**src/sv/rnef_point_ram.sv**
```systemverilog
// Simple dual-port point store with registered read.
module rnef_point_ram #(
    parameter int DEPTH  = 64,
    parameter int WIDTH  = 64,
    localparam int ADDR_W = $clog2(DEPTH)
) (
    input  logic              aclk,
    input  logic              we,
    input  logic [ADDR_W-1:0] waddr,
    input  logic [WIDTH-1:0]  wdata,
    input  logic              re,
    input  logic [ADDR_W-1:0] raddr,
    output logic [WIDTH-1:0]  rdata
);

    logic [WIDTH-1:0] mem_array [DEPTH];
    logic [WIDTH-1:0] rdata_reg;

    // Write port.
    always_ff @(posedge aclk) begin
        if (we) begin
            mem_array[waddr] <= wdata;
        end
    end

    // Read port with registered data.
    always_ff @(posedge aclk) begin
        if (re) begin
            rdata_reg <= mem_array[raddr];
        end
    end

    assign rdata = rdata_reg;

endmodule

```
**config.mk**
```make
export PLATFORM = sky130hd
export DESIGN_NAME = rnef_point_ram
export DESIGN_NICKNAME = d
export VERILOG_FILES = /design/src/sv/rnef_point_ram.sv
export SDC_FILE = /design/constraint.sdc
export NUM_CORES = 2
export LEC_CHECK = 0
export ABC_CLOCK_PERIOD_IN_PS = 11050
export CORE_ASPECT_RATIO = 1.75
export CORE_UTILIZATION = 40
export DETAILED_ROUTE_END_ITERATION = 10
export DONT_BUFFER_PORTS = 1
export GPL_ROUTABILITY_DRIVEN = 0
export PLACE_DENSITY = 0.66
export SYNTH_ARGS = -nofsm -noshare
export SYNTH_HDL_FRONTEND = slang
export SYNTH_SLANG_ARGS = --single-unit
```
**constraint.sdc**
```tcl
create_clock -name aclk -period 11.05 [get_ports aclk]
set_clock_uncertainty 0.2 [all_clocks]
set_input_delay 1.105 -clock aclk [delete_from_list [all_inputs] [get_ports aclk]]
set_output_delay 1.105 -clock aclk [all_outputs]
set_load 0.02 [all_outputs]
```
# Yosys cells after proc, flatten, opt, wreduce, memory -nomap -nowiden
# Memory sizes are Yosys's and may differ from the RTL's. A register that Yosys moved wholly into a read port is not among the register bits.
# Cells that the tools add are included.
[totals]
regBits = 0
latch_bits = 0
ramBits = 4096
rom_bits = 0
out_inout_bits = 64
mem_count = 1
[classes]
n_addsub = 0
multipliers = 0
div = 0
magnitude_cmp = 0
n_eq_ne = 0
shifts = 0
muxes = 2
bitwise_logic = 0
n_reduce_logical = 0
[mem_list]
columns = ["memory", "words", "word_bits", "rd", "rd_ports_with_merged_regs", "write_ports", "line", "text"]
rows = [
  ["mem_array", 64, 64, 1, 1, 1, "16", "logic [WIDTH-1:0] mem_array [DEPTH];"],
]
[op_table]
columns = ["cell", "count"]
rows = [
  ["1-bit two-way mux", 2],
]

# Longest topological paths before layout
[logic_depth]
ltp_word = 2
depth_mapped = 9
depth_no_buf = 5

# Worst setup path before layout
# OpenSTA, ideal clock, no wires.
[synth_timing]
path_type = "input to register"
start = "input port waddr[3]"
end = "memory mem_array[48][0] (enable)"
setup_time_ns = 0.564
arrival_ns = 5.977
required_time_ns = 10.286
setup_slack_ns = 4.309
cell_stages = 4
cell_sequence = "clkbuf_1 -> nor2b_1 -> nand4b_1 -> nor3_1"
[synth_rtl]
columns = ["item", "line", "text"]
rows = [
  ["from (decl)", "9", "input logic [ADDR_W-1:0] waddr,"],
  ["to (decl)", "16", ""],
]
# Straight into the memory's write port.

==> results.md <==
* Result of the run: finished with violations
* Violated checks: slew limit
* Area of the mapped netlist at 157,000 µm²
* Sort of element at the start of the critical path: primary input
* Compound-gate portion of the synthesized area at 2.47%
* Largest net degree at the start of global routing at 412
* Total global-route track usage at 21.9%
* Buffers added on ports at 0
* Finish-stage setup viols at 0
* Power Total at 31,100 µW
* Static Leak at 0.0531 µW
* # nets final at 6,819
* Number of unique standard cell types used by synthesis at 32
* Share of total power in sequential cells at 56.6%
* Share of total power in combinational logic at 3.5%
* Number of global-route vias before repair at 75.9k
* Ports at 143
* Worst R2R Path Depth at 5
* Number of optimization iterations in the first detailed-route pass at 7
* Synthesized-area fraction occupied by adder cells at 0%
* Number of buffers added to fix hold violations after cts at 0
* Share of post-route cells with drive strength above 1 at 25.5%
* Signal arrival time at the worst endpoint at 4.94 ns
* Period minus WS final at 4.53 ns
* Leading cell type in the layout, fill and taps excluded: sky130_fd_sc_hd__edfxtp_1
* Wire length of the first global-routing pass at 599,000 µm
* Maximum clock rate at 221 MHz
* Final std cell area, no fill at 175,000 µm²
* Synth Warn # at 0
* Minimum setup slack among reg-to-reg paths at 8.58 ns
* Max reg flops at 4,096
* Parity-gate share of the synthesized area counting xor and xnor cells at 0%
* Switching pwr at 6320 µW
* Mean cell area of the mapped netlist at 23.8 µm²
* Final wirelength at 435,000 µm
* Remaining routing DRC violations at 0
* Cell type with the largest total area after synthesis: sky130_fd_sc_hd__edfxtp_1
* # clock sinks at 4,160
* Source-to-sink clock delay at the later pin of the worst-skew pair at 0.93 ns
* Die Span X at 476 µm
* Post-cts gate resize count at 0
* Die height at 831 µm
* Top cells by area, synth: sky130_fd_sc_hd__edfxtp_1, sky130_fd_sc_hd__mux4_2, sky130_fd_sc_hd__mux2i_1
* Required time at the worst-slack endpoint at 11.45 ns
* Simple-gate area share of the yosys netlist at 1.23%
* Most used cells in the layout excluding fill and tap cells: sky130_fd_sc_hd__edfxtp_1, sky130_fd_sc_hd__mux4_2, sky130_fd_sc_hd__clkbuf_16
* Part of the cycle the worst path needs at 41.0%
* Post-CTS clock slew at the launch and capture registers of the worst setup and hold paths at 0.07 ns
* Share of cell area taken by muxes after synthesis at 15.6%
* Slew at the pin with the worst max-slew slack at 1.94 ns
* Cell row count at 304
* Starting Density at 40.1%
* Maximum vdd ir drop at 0.000120 V
* GRT Residual Overflow at 0
* Detail-routed net length per standard cell at 35.6 µm
* Unrepaired setup endpoints after global routing: false
* Number of antenna violations at the first check in global routing at 12
* Reg-to-reg critical path endpoint: rdata[4]$_DFFE_PP_
* Count of cells along the worst hold path at 0
* Core Region at 391,000 µm²
* Power Dens Cells at 178 nW/µm²
* Placed instance area at 164,000 µm²
* Total count of max-transition violations in the final report at 146
* Count of routing violations after the opening detailed-route iteration at 9,543
* Via Count at 73.9k
* Net Count, Synth at 6,677
* TritonCTS clock tree: built
* Startpoint-to-endpoint class of the critical path: primary input to flip-flop
* Critical path endpoint category: flip-flop
* Worst setup slack after layout at 6.52 ns
* Pre-CTS worst setup slack at 5.71 ns
* Total CTS buffers at 345
* Root cell of the clock tree: sky130_fd_sc_hd__clkbuf_16
* Class of the most critical hold timing path: primary input to flip-flop
* Area Growth Syn to Fin at 11.5%
* Maximum level of the CTS H-tree at 5
* Internal power at 24,800 µW
* Drt via density at 6.05
* Final setup TNS at 0 ns
* Maximum number of buffers from clock root to sink at 4
* Number of storage elements in the synthesis netlist at 4,160
* Area share of the leading cell type in the synthesized netlist at 79.6%
* Half-perimeter wire length of the detailed placement result at 228,000 µm
* Post-synthesis sequential area ratio at 79.6%
* Switching part of the total power at 20.3%
* Slew Limit Headroom at -29.4%
* CP max FO at 141
* Clock network fraction of total power at 39.9%
* Largest family of logic cells by synthesized area: multiplexers
* Layout fillers at 32.2k
* Hold Startpoint: wdata[30]
* Total die area at 395,000 µm²
* Min-Delay Endpoint: mem_array[56][30]$_DFFE_PP_
* Synthesized instance count at 6,598
* Count of buffers added by post-CTS timing repair for setup at 0
* Post-route antenna net violation count at 0
* Count of maximum capacitance violations at 0
* Worst reg2reg startpoint: mem_array[63][4]$_DFFE_PP_
* Final Hold Violating Endpoints at 0
==> stage by stage <==
| step | cells | hold WS (ns) | utilization (%) |
|---|---|---|---|
| detailed placement | 11600 | 0.710 | 41.9 |
| floorplan | 6598 | 0.665 | - |
| global route | 12200 | 0.0476 | 44.8 |
| finish | 12200 | 0.0684 | 44.8 |
| global placement | 11600 | 0.706 | 41.9 |
| CTS | 12200 | 0.0221 | 44.7 |
==> cell families (layout without fill, tap and decap cells) <==
group	after synthesis	in the layout
compound gates	504	504
simple gates	386	386
other cells	0	8
buf+inv	389	796
mux	1159	1159
flops	4160	4160
==> metal layers <==
| metal | wire (µm) | share of wire, % | vias up | global-route usage (%) |
|---|---|---|---|---|
| met5 | 13 | 0.0030 | - | 0 |
| met4 | 20000 | 4.6 | 2 | 9.08 |
| met3 | 38100 | 8.8 | 863 | 4.24 |
| met2 | 232000 | 53 | 3897 | 39.3 |
| met1 | 145000 | 33 | 40400 | 25.3 |
| li1 | - | - | 28700 | - |
==> critical path, cell delays in order <==
cell                       delay [ns]
sky130_fd_sc_hd__buf_16          0.38
sky130_fd_sc_hd__buf_16          0.55
sky130_fd_sc_hd__buf_16          0.74
sky130_fd_sc_hd__mux4_2          0.61
sky130_fd_sc_hd__mux2i_1         0.17
sky130_fd_sc_hd__o22ai_1         0.15
sky130_fd_sc_hd__a41oi_1         0.45
sky130_fd_sc_hd__a211oi_1        0.09
==> cell type report <==
| type | instances | area [µm²] | area share, % |
|---|---|---|---|
| Sequential cell | 4160 | 125000 | 71.4 |
| Multi-Input combinational cell | 2049 | 30800 | 17.6 |
| Clock buffer | 402 | 8970 | 5.13 |
| Tap cell | 5202 | 6510 | 3.72 |
| Clock inverter | 210 | 2160 | 1.24 |
| Timing Repair Buffer | 165 | 1610 | 0.921 |
| Inverter | 19 | 71.3 | 0.0407 |
| Antenna cell | 8 | 20.0 | 0.0114 |
==> synth_stat cells <==
library cell and n:
sky130_fd_sc_hd__a31oi_1 18, sky130_fd_sc_hd__o221ai_1 38, sky130_fd_sc_hd__and3_1 64, sky130_fd_sc_hd__clkbuf_1 140, sky130_fd_sc_hd__o22ai_1 83, sky130_fd_sc_hd__buf_4 34
sky130_fd_sc_hd__nand2_1 58, sky130_fd_sc_hd__mux2i_1 135, sky130_fd_sc_hd__a22oi_1 168, sky130_fd_sc_hd__nand4_1 2, sky130_fd_sc_hd__edfxtp_1 4160, sky130_fd_sc_hd__nand2b_1 11
sky130_fd_sc_hd__nor3_1 2, sky130_fd_sc_hd__inv_1 19, sky130_fd_sc_hd__buf_6 6, sky130_fd_sc_hd__a22o_1 88, sky130_fd_sc_hd__nand3b_1 2, sky130_fd_sc_hd__a211oi_1 63
sky130_fd_sc_hd__buf_1 20, sky130_fd_sc_hd__a31o_1 1, sky130_fd_sc_hd__nand3_1 45, sky130_fd_sc_hd__and2_1 3, sky130_fd_sc_hd__or3b_2 1, sky130_fd_sc_hd__nor2b_1 28
sky130_fd_sc_hd__or2_2 28, sky130_fd_sc_hd__nand4b_1 1, sky130_fd_sc_hd__mux4_2 1024, sky130_fd_sc_hd__a2bb2oi_1 19, sky130_fd_sc_hd__nor2_1 112, sky130_fd_sc_hd__or3_1 29
sky130_fd_sc_hd__buf_2 170, sky130_fd_sc_hd__a41oi_1 26
==> worst max path at each step <==
stage / start / to / slack [ns] / cells after the start
global placement: raddr[0] / rdata[35]$_DFFE_PP_ / 5.75 / 7
detailed placement: raddr[1] / rdata[52]$_DFFE_PP_ / 5.71 / 6
floorplan: waddr[3] / mem_array[48][0]$_DFFE_PP_ / 4.31 / 4
global route: raddr[0] / rdata[35]$_DFFE_PP_ / 6.25 / 8
CTS: raddr[0] / rdata[29]$_DFFE_PP_ / 6.69 / 7
finish: raddr[0] / rdata[35]$_DFFE_PP_ / 6.52 / 8
==> power by group through the flow <==
stage | Clock [µW] | Combinational [µW] | Sequential (µW)
floorplan | 0 | 814 | 17900
global placement | 0 | 1100 | 17900
detailed placement | 0 | 1110 | 18000
CTS | 12500 | 1110 | 17600
global route | 13000 | 1150 | 17600
finish | 12400 | 1100 | 17600
Power figures use the tool's default switching activity.
