**config.mk**
```make
export PLATFORM = sky130hd
export DESIGN_NAME = rnef_dist_pipe
export DESIGN_NICKNAME = d
export VERILOG_FILES = /design/src/sv/rnef_pkg.sv /design/src/sv/rnef_dist_pipe.sv
export SDC_FILE = /design/constraint.sdc
export NUM_CORES = 2
export LEC_CHECK = 0
export BUFFER_PORTS_ARGS = -buffer_cell sky130_fd_sc_hd__buf_2
export CAP_MARGIN = 20
export CELL_PAD_IN_SITES_DETAIL_PLACEMENT = 1
export CELL_PAD_IN_SITES_GLOBAL_PLACEMENT = 1
export CORE_UTILIZATION = 26
export DETAILED_ROUTE_END_ITERATION = 10
export PLACE_DENSITY = 0.49
export SLEW_MARGIN = 20
export SYNTH_ARGS = -nofsm -noshare
export SYNTH_HDL_FRONTEND = slang
export SYNTH_SLANG_ARGS = --single-unit
```
**constraint.sdc**
```tcl
create_clock -name aclk -period 9.1 [get_ports aclk]
set_clock_uncertainty 0.2 [all_clocks]
set_input_delay 1.365 -clock aclk [delete_from_list [all_inputs] [get_ports aclk]]
set_output_delay 1.365 -clock aclk [all_outputs]
set_load 0.02 [all_outputs]
```
**src/sv/rnef_pkg.sv**
```systemverilog
// Shared constants, types and state codes of the radius neighbor edge finder.
package rnef_pkg;

    // Point store geometry.
    localparam int MAX_POINTS = 64;
    localparam int IDX_W      = $clog2(MAX_POINTS);
    localparam int CNT_W      = $clog2(MAX_POINTS + 1);
    localparam int MAX_DIMS   = 4;

    // Coordinate and distance arithmetic.
    localparam int COORD_FIELD_W = 16;
    localparam int COORD_BITS    = 16;
    localparam int POINT_W       = MAX_DIMS * COORD_BITS;
    localparam int SQ_W          = 2 * COORD_BITS;
    localparam int SUM_W         = SQ_W + $clog2(MAX_DIMS) + 1;
    localparam int DIST_W        = 36;

    // Configuration registers.
    localparam int CFG_IDX_W  = 2;
    localparam int CFG_DATA_W = 36;
    localparam int DIMS_W     = 3;
    localparam logic [CFG_IDX_W-1:0] CFG_DIMS_IN_USE    = CFG_IDX_W'(0);
    localparam logic [CFG_IDX_W-1:0] CFG_RADIUS_SQUARED = CFG_IDX_W'(1);
    localparam logic [DIMS_W-1:0]    DIMS_RESET         = DIMS_W'(3);

    // Result queue.
    localparam int FIFO_DEPTH = 16;
    localparam int FIFO_PTR_W = $clog2(FIFO_DEPTH);
    localparam int FIFO_CNT_W = $clog2(FIFO_DEPTH + 1);
    localparam int CREDIT_W   = FIFO_CNT_W + 1;

    typedef logic signed [COORD_BITS-1:0] coord_t;

    // Valid flag and stored-point index that travel with a compare.
    typedef struct packed {
        logic             valid;
        logic [IDX_W-1:0] idx;
    } rnef_tag_t;

    // One result word.
    typedef struct packed {
        logic [IDX_W-1:0] earlier;
        logic [IDX_W-1:0] newer;
        logic             last;
        logic             ovf;
    } rnef_result_t;

    typedef enum logic [2:0] {
        ST_IDLE,
        ST_OVF,
        ST_SWEEP,
        ST_DRAIN,
        ST_FLUSH
    } rnef_state_t;

endpackage

```
**src/sv/rnef_dist_pipe.sv**
```systemverilog
// Three-stage squared-distance pipeline: difference magnitude, square, lane sum.
module rnef_dist_pipe (
    input  logic                                        aclk,
    input  logic                                        aresetn,
    input  rnef_pkg::rnef_tag_t                         in_tag,
    input  logic [rnef_pkg::POINT_W-1:0]                stored_point,
    input  rnef_pkg::coord_t [rnef_pkg::MAX_DIMS-1:0]   new_point,
    input  logic [rnef_pkg::MAX_DIMS-1:0]               lane_en,
    output rnef_pkg::rnef_tag_t                         out_tag,
    output logic [rnef_pkg::SUM_W-1:0]                  dist_sum,
    output logic [1:0]                                  busy_cnt
);
    import rnef_pkg::*;

    logic signed [COORD_BITS:0] diff     [MAX_DIMS];
    logic [COORD_BITS:0]        neg_diff [MAX_DIMS];
    logic [COORD_BITS-1:0]      mag_next [MAX_DIMS];
    logic [COORD_BITS-1:0]      mag_reg  [MAX_DIMS];
    logic [SQ_W-1:0]            sq_next  [MAX_DIMS];
    logic [SQ_W-1:0]            sq_reg   [MAX_DIMS];
    logic [SUM_W-1:0]           sum_next;
    logic [SUM_W-1:0]           sum_reg;
    rnef_tag_t                  tag_a_reg;
    rnef_tag_t                  tag_b_reg;
    rnef_tag_t                  tag_c_reg;

    // Per-lane difference magnitude; lanes beyond the active count give zero.
    always_comb begin
        for (int d = 0; d < MAX_DIMS; d++) begin
            diff[d] = $signed({new_point[d][COORD_BITS-1], new_point[d]})
                    - $signed({stored_point[d*COORD_BITS+COORD_BITS-1],
                               stored_point[d*COORD_BITS +: COORD_BITS]});
            neg_diff[d] = -diff[d];
            if (!lane_en[d]) begin
                mag_next[d] = '0;
            end else if (diff[d][COORD_BITS]) begin
                mag_next[d] = neg_diff[d][COORD_BITS-1:0];
            end else begin
                mag_next[d] = diff[d][COORD_BITS-1:0];
            end
        end
    end

    // Per-lane square of the magnitude.
    always_comb begin
        for (int d = 0; d < MAX_DIMS; d++) begin
            sq_next[d] = SQ_W'(mag_reg[d]) * SQ_W'(mag_reg[d]);
        end
    end

    // Sum of the lane squares.
    always_comb begin
        sum_next = '0;
        for (int d = 0; d < MAX_DIMS; d++) begin
            sum_next = sum_next + SUM_W'(sq_reg[d]);
        end
    end

    // Stage valid flags.
    always_ff @(posedge aclk) begin
        if (!aresetn) begin
            tag_a_reg.valid <= 1'b0;
            tag_b_reg.valid <= 1'b0;
            tag_c_reg.valid <= 1'b0;
        end else begin
            tag_a_reg.valid <= in_tag.valid;
            tag_b_reg.valid <= tag_a_reg.valid;
            tag_c_reg.valid <= tag_b_reg.valid;
        end
    end

    // Stage payload.
    always_ff @(posedge aclk) begin
        tag_a_reg.idx <= in_tag.idx;
        tag_b_reg.idx <= tag_a_reg.idx;
        tag_c_reg.idx <= tag_b_reg.idx;
        mag_reg       <= mag_next;
        sq_reg        <= sq_next;
        sum_reg       <= sum_next;
    end

    assign out_tag  = tag_c_reg;
    assign dist_sum = sum_reg;
    assign busy_cnt = {1'b0, tag_a_reg.valid} + {1'b0, tag_b_reg.valid}
                    + {1'b0, tag_c_reg.valid};

endmodule

```
-- Word-level counts from Yosys, hierarchy flattened
Index checks and enable logic that the tools add are counted.
- bits of input ports: 141
- logic and storage cells: 36
- register bits: 248
- output and inout port bits: 44
- multipliers: 4
- add/sub/neg operators: 13
- mux-type cells: 4
- operators by type and width (operator ; number):
    multiplier 16 x 16 -> 32 bit ; 4
    subtractor 16 x 16 -> 17 bit ; 4
    2-to-1 mux 16 bit ; 4
    negator 16 bit ; 4
    adder 34 x 32 -> 35 bit ; 1
    adder 33 x 32 -> 34 bit ; 1
    adder 32 x 32 -> 33 bit ; 1
    adder 1 x 1 -> 2 bit ; 1
    adder 2 x 1 -> 2 bit ; 1

-- Logic depth before layout (Yosys ltp)
- depth in word-level cells: 3
- depth in mapped cells: 26
- gate-level depth less buffers: 25

-- Worst setup path after synthesis
OpenSTA, ideal clock, no wires.
- path kind: reg2reg
- from: reg mag_reg[17] in the netlist's numbering
- to: reg sq_reg[61] in the netlist's numbering
- required time: 8.837 ns
- buffers on the path: 2
- cell stages (with the launch flop): 25
- library setup time: 0.063 ns
- setup slack: 2.569 ns
- clock period less this slack: 6.531 ns
- arrival time: 6.268 ns
- path through: dfxtp_1 clkbuf_1 clkbuf_1 nand2_1 inv_1 fa_1 inv_1 fa_1 inv_1 fa_1 fa_1 fa_1 inv_1 fa_1 inv_1 ha_1 a21oi_1 o22ai_1 a211o_1 a2111o_1 a221o_2 a21o_1 o211a_1 nor4_1 nand3b_1
- RTL lines (element ; RTL line ; RTL):
    from (decl) ; rnef_dist_pipe.sv:18 ; logic [COORD_BITS-1:0] mag_reg [MAX_DIMS];
    from (signal assigned) ; rnef_dist_pipe.sv:77 ; mag_reg <= mag_next;
    to (signal assigned) ; rnef_dist_pipe.sv:78 ; sq_reg <= sq_next;
    to (decl) ; rnef_dist_pipe.sv:20 ; logic [SQ_W-1:0] sq_reg [MAX_DIMS];

==> run metrics <==
Worst Hold Class flop to flop; Placement Cell Area 44570 µm²; CTS tree done; final net count 6020; number of CTS-inserted buffers 36; cell breakdown of the critical path nand2_1, inv_1, fa_1, inv_1, fa_1, inv_1, fa_1, fa_1, fa_1, inv_1, fa_1, inv_1, ha_1, a21oi_1, o22ai_1, a211o_1, a2111o_1, a221o_2, a21o_1, o211a_1, nor4_1, nand3b_1; # fillers 18330; Post-synth top flop dfxtp_1; RSZ-0062 raised after global routing no; count leader, synth inv_1; Synth-to-Final Area Change 10.64%; #FFs+latches synth 243; slowest CP cell dfxtp_1; Setup Buffers After CTS 0; Post-synth EDFFs 0; GPL Wtd Cong 0.8000; Max Transition Viols Final 0; worst path required time 9410 ps; Resized cells post-CTS 0; gr ovfl total 0; hold_buf cts 0; Clk Latency, worst-skew pair 600 ps; fraction of layout cells with a size suffix above 1 6.972%; max reg flops 124; Finished Cell Area 45760 µm²; Final Setup Violations 0; full die area 160700 µm²; Clk pin slew, worst setup/hold paths 60 ps; Vias 29820; syn_nets 5881; Total Routing Usage GR 14.58%; global-route wire length before repair 185400 µm; Netlist Area Pre-Place 41360 µm²; synth cell count leaders inv_1, fa_1, ha_1; Max transition margin 38.18%; Highest Clock Rate 137.9 MHz; Routed WL 113100 µm; port bufs 183; DR DRC count 0; post-synth cell types 97; async set-reset flop share out of synthesis 0%; Worst Path Arrival 7570 ps; Worst setup EP type flop; WL/cell 16.75 µm; DRT Pass-1 Iters 5; sequential area share after synthesis 11.76%; Crit Path Max Fanout 18; starting density of the core 26.32%; clock buffer depth 3; buffer and inverter count on the worst path 5; Row Count 145; reg-to-reg slack, setup 1850 ps; I/O Pins 185; final hold vios 0; clk root buf clkbuf_16; HPWL Detailed 97020 µm; count of clock tree sinks 243; Fin Setup TNS 0 ps; Final Hold Slack 122.9 ps; Tcrit/Tclk final 79.69%; Mean Syn Cell Area 9.143 µm²; Worst path top cell family by delay adder cells; pin count of the biggest net entering global routing 21; most frequent CP cell fa_1; 1st-iter DRT viols 911; status completed; vias in the first global route 33980; Worst path max stage delay 920 ps; worst-margin pin slew 926.0 ps; Synth top area share 34.61%; core area 157100 µm²; Post-Synthesis Cells 4523; kind of critical path flop to flop; Final ANT Viol Nets 0; Die H 400.8 µm; minimum clock period 7252 ps; Worst Setup Start Kind flop; Placed Instances 6682; area leader, netlist fa_1; CTS H-tree lvls 2; Ys Warns 0; vias per cell 4.416; final std cells w/o fill 6753; Die Wd 400.8 µm; MaxCap Viol Count 0; top post-synthesis cells by area fa_1, ha_1, dfxtp_1, inv_1, xnor2_1; initial antenna violation count 13
==> placed cells by master, fill, tap and decap left out, drive strengths merged, types with 33 or more instances in the layout <==
cell / instances
a21oi: 167
and3: 33
inv: 1098
nand3: 41
fa: 715
clkbuf: 48
nand2: 357
and2: 221
buf: 194
o21a: 40
ha: 502
xnor2: 180
a21o: 81
dfxtp: 243
nor2: 158
o21ai: 104
xor2: 73
nor3: 38
nor2b: 43
==> path summary, 6_finish.rpt <==
check,from,cells after the start,endpoint
worst max-delay path,mag_reg[20]$_SDFF_PN0_,22,sq_reg[61]$_DFF_P_
worst min-delay path,tag_b_reg[0]$_DFF_P_,0,out_tag[0]$_DFF_P_
worst min register to register,tag_b_reg[0]$_DFF_P_,0,out_tag[0]$_DFF_P_
worst max register to register,mag_reg[20]$_SDFF_PN0_,22,sq_reg[61]$_DFF_P_
==> per-stage QoR <==
stage	utilization (%)	worst slack, ps
finish	29.12	1848
global route	29.12	1457
CTS	29.12	1814
detailed placement	28.37	1831
global placement	28.37	1990
floorplan	-	2569
==> cell families (layout without fill, tap and decap cells) <==
kind of cell / count (synthesis) / count (layout) / synth area share [%]
buffers and inverters: 1187 / 1354 / 10.79
DFF: 243 / 243 / 11.76
adders and majority gates: 1217 / 1217 / 49.80
xor gates and xnor gates: 253 / 253 / 5.358
muxes: 10 / 10 / 0.2602
AOI/OAI and AO/OA: 605 / 605 / 9.881
and+or+nand+nor: 1007 / 1007 / 12.14
other: 1 / 6 / 0.009068
==> per-layer routing <==
metal / GRT usage, % / wire, µm / vias up
met2: 25.93 / 56710 / 252
met1: 19.04 / 51630 / 15140
met5: 0 / 17 / -
met4: 2.816 / 1864 / 2
met3: 1.551 / 2895 / 87
li1: - / - / 14350
==> final cells by class <==
type / instances / area (µm²) / share of cell area, %
multi-input combinational: 3093 / 32030 / 69.99
sequential: 243 / 4865 / 10.63
inverter: 1094 / 4106 / 8.975
tap: 2058 / 2575 / 5.628
clock buffer: 48 / 1006 / 2.199
timing repair buffer: 194 / 998.5 / 2.182
clock inverter: 18 / 166.4 / 0.3637
antenna: 5 / 12.51 / 0.02734
Power is not shown: default switching activity piles up to over one toggle a cycle in this logic, so the estimate is an artifact.
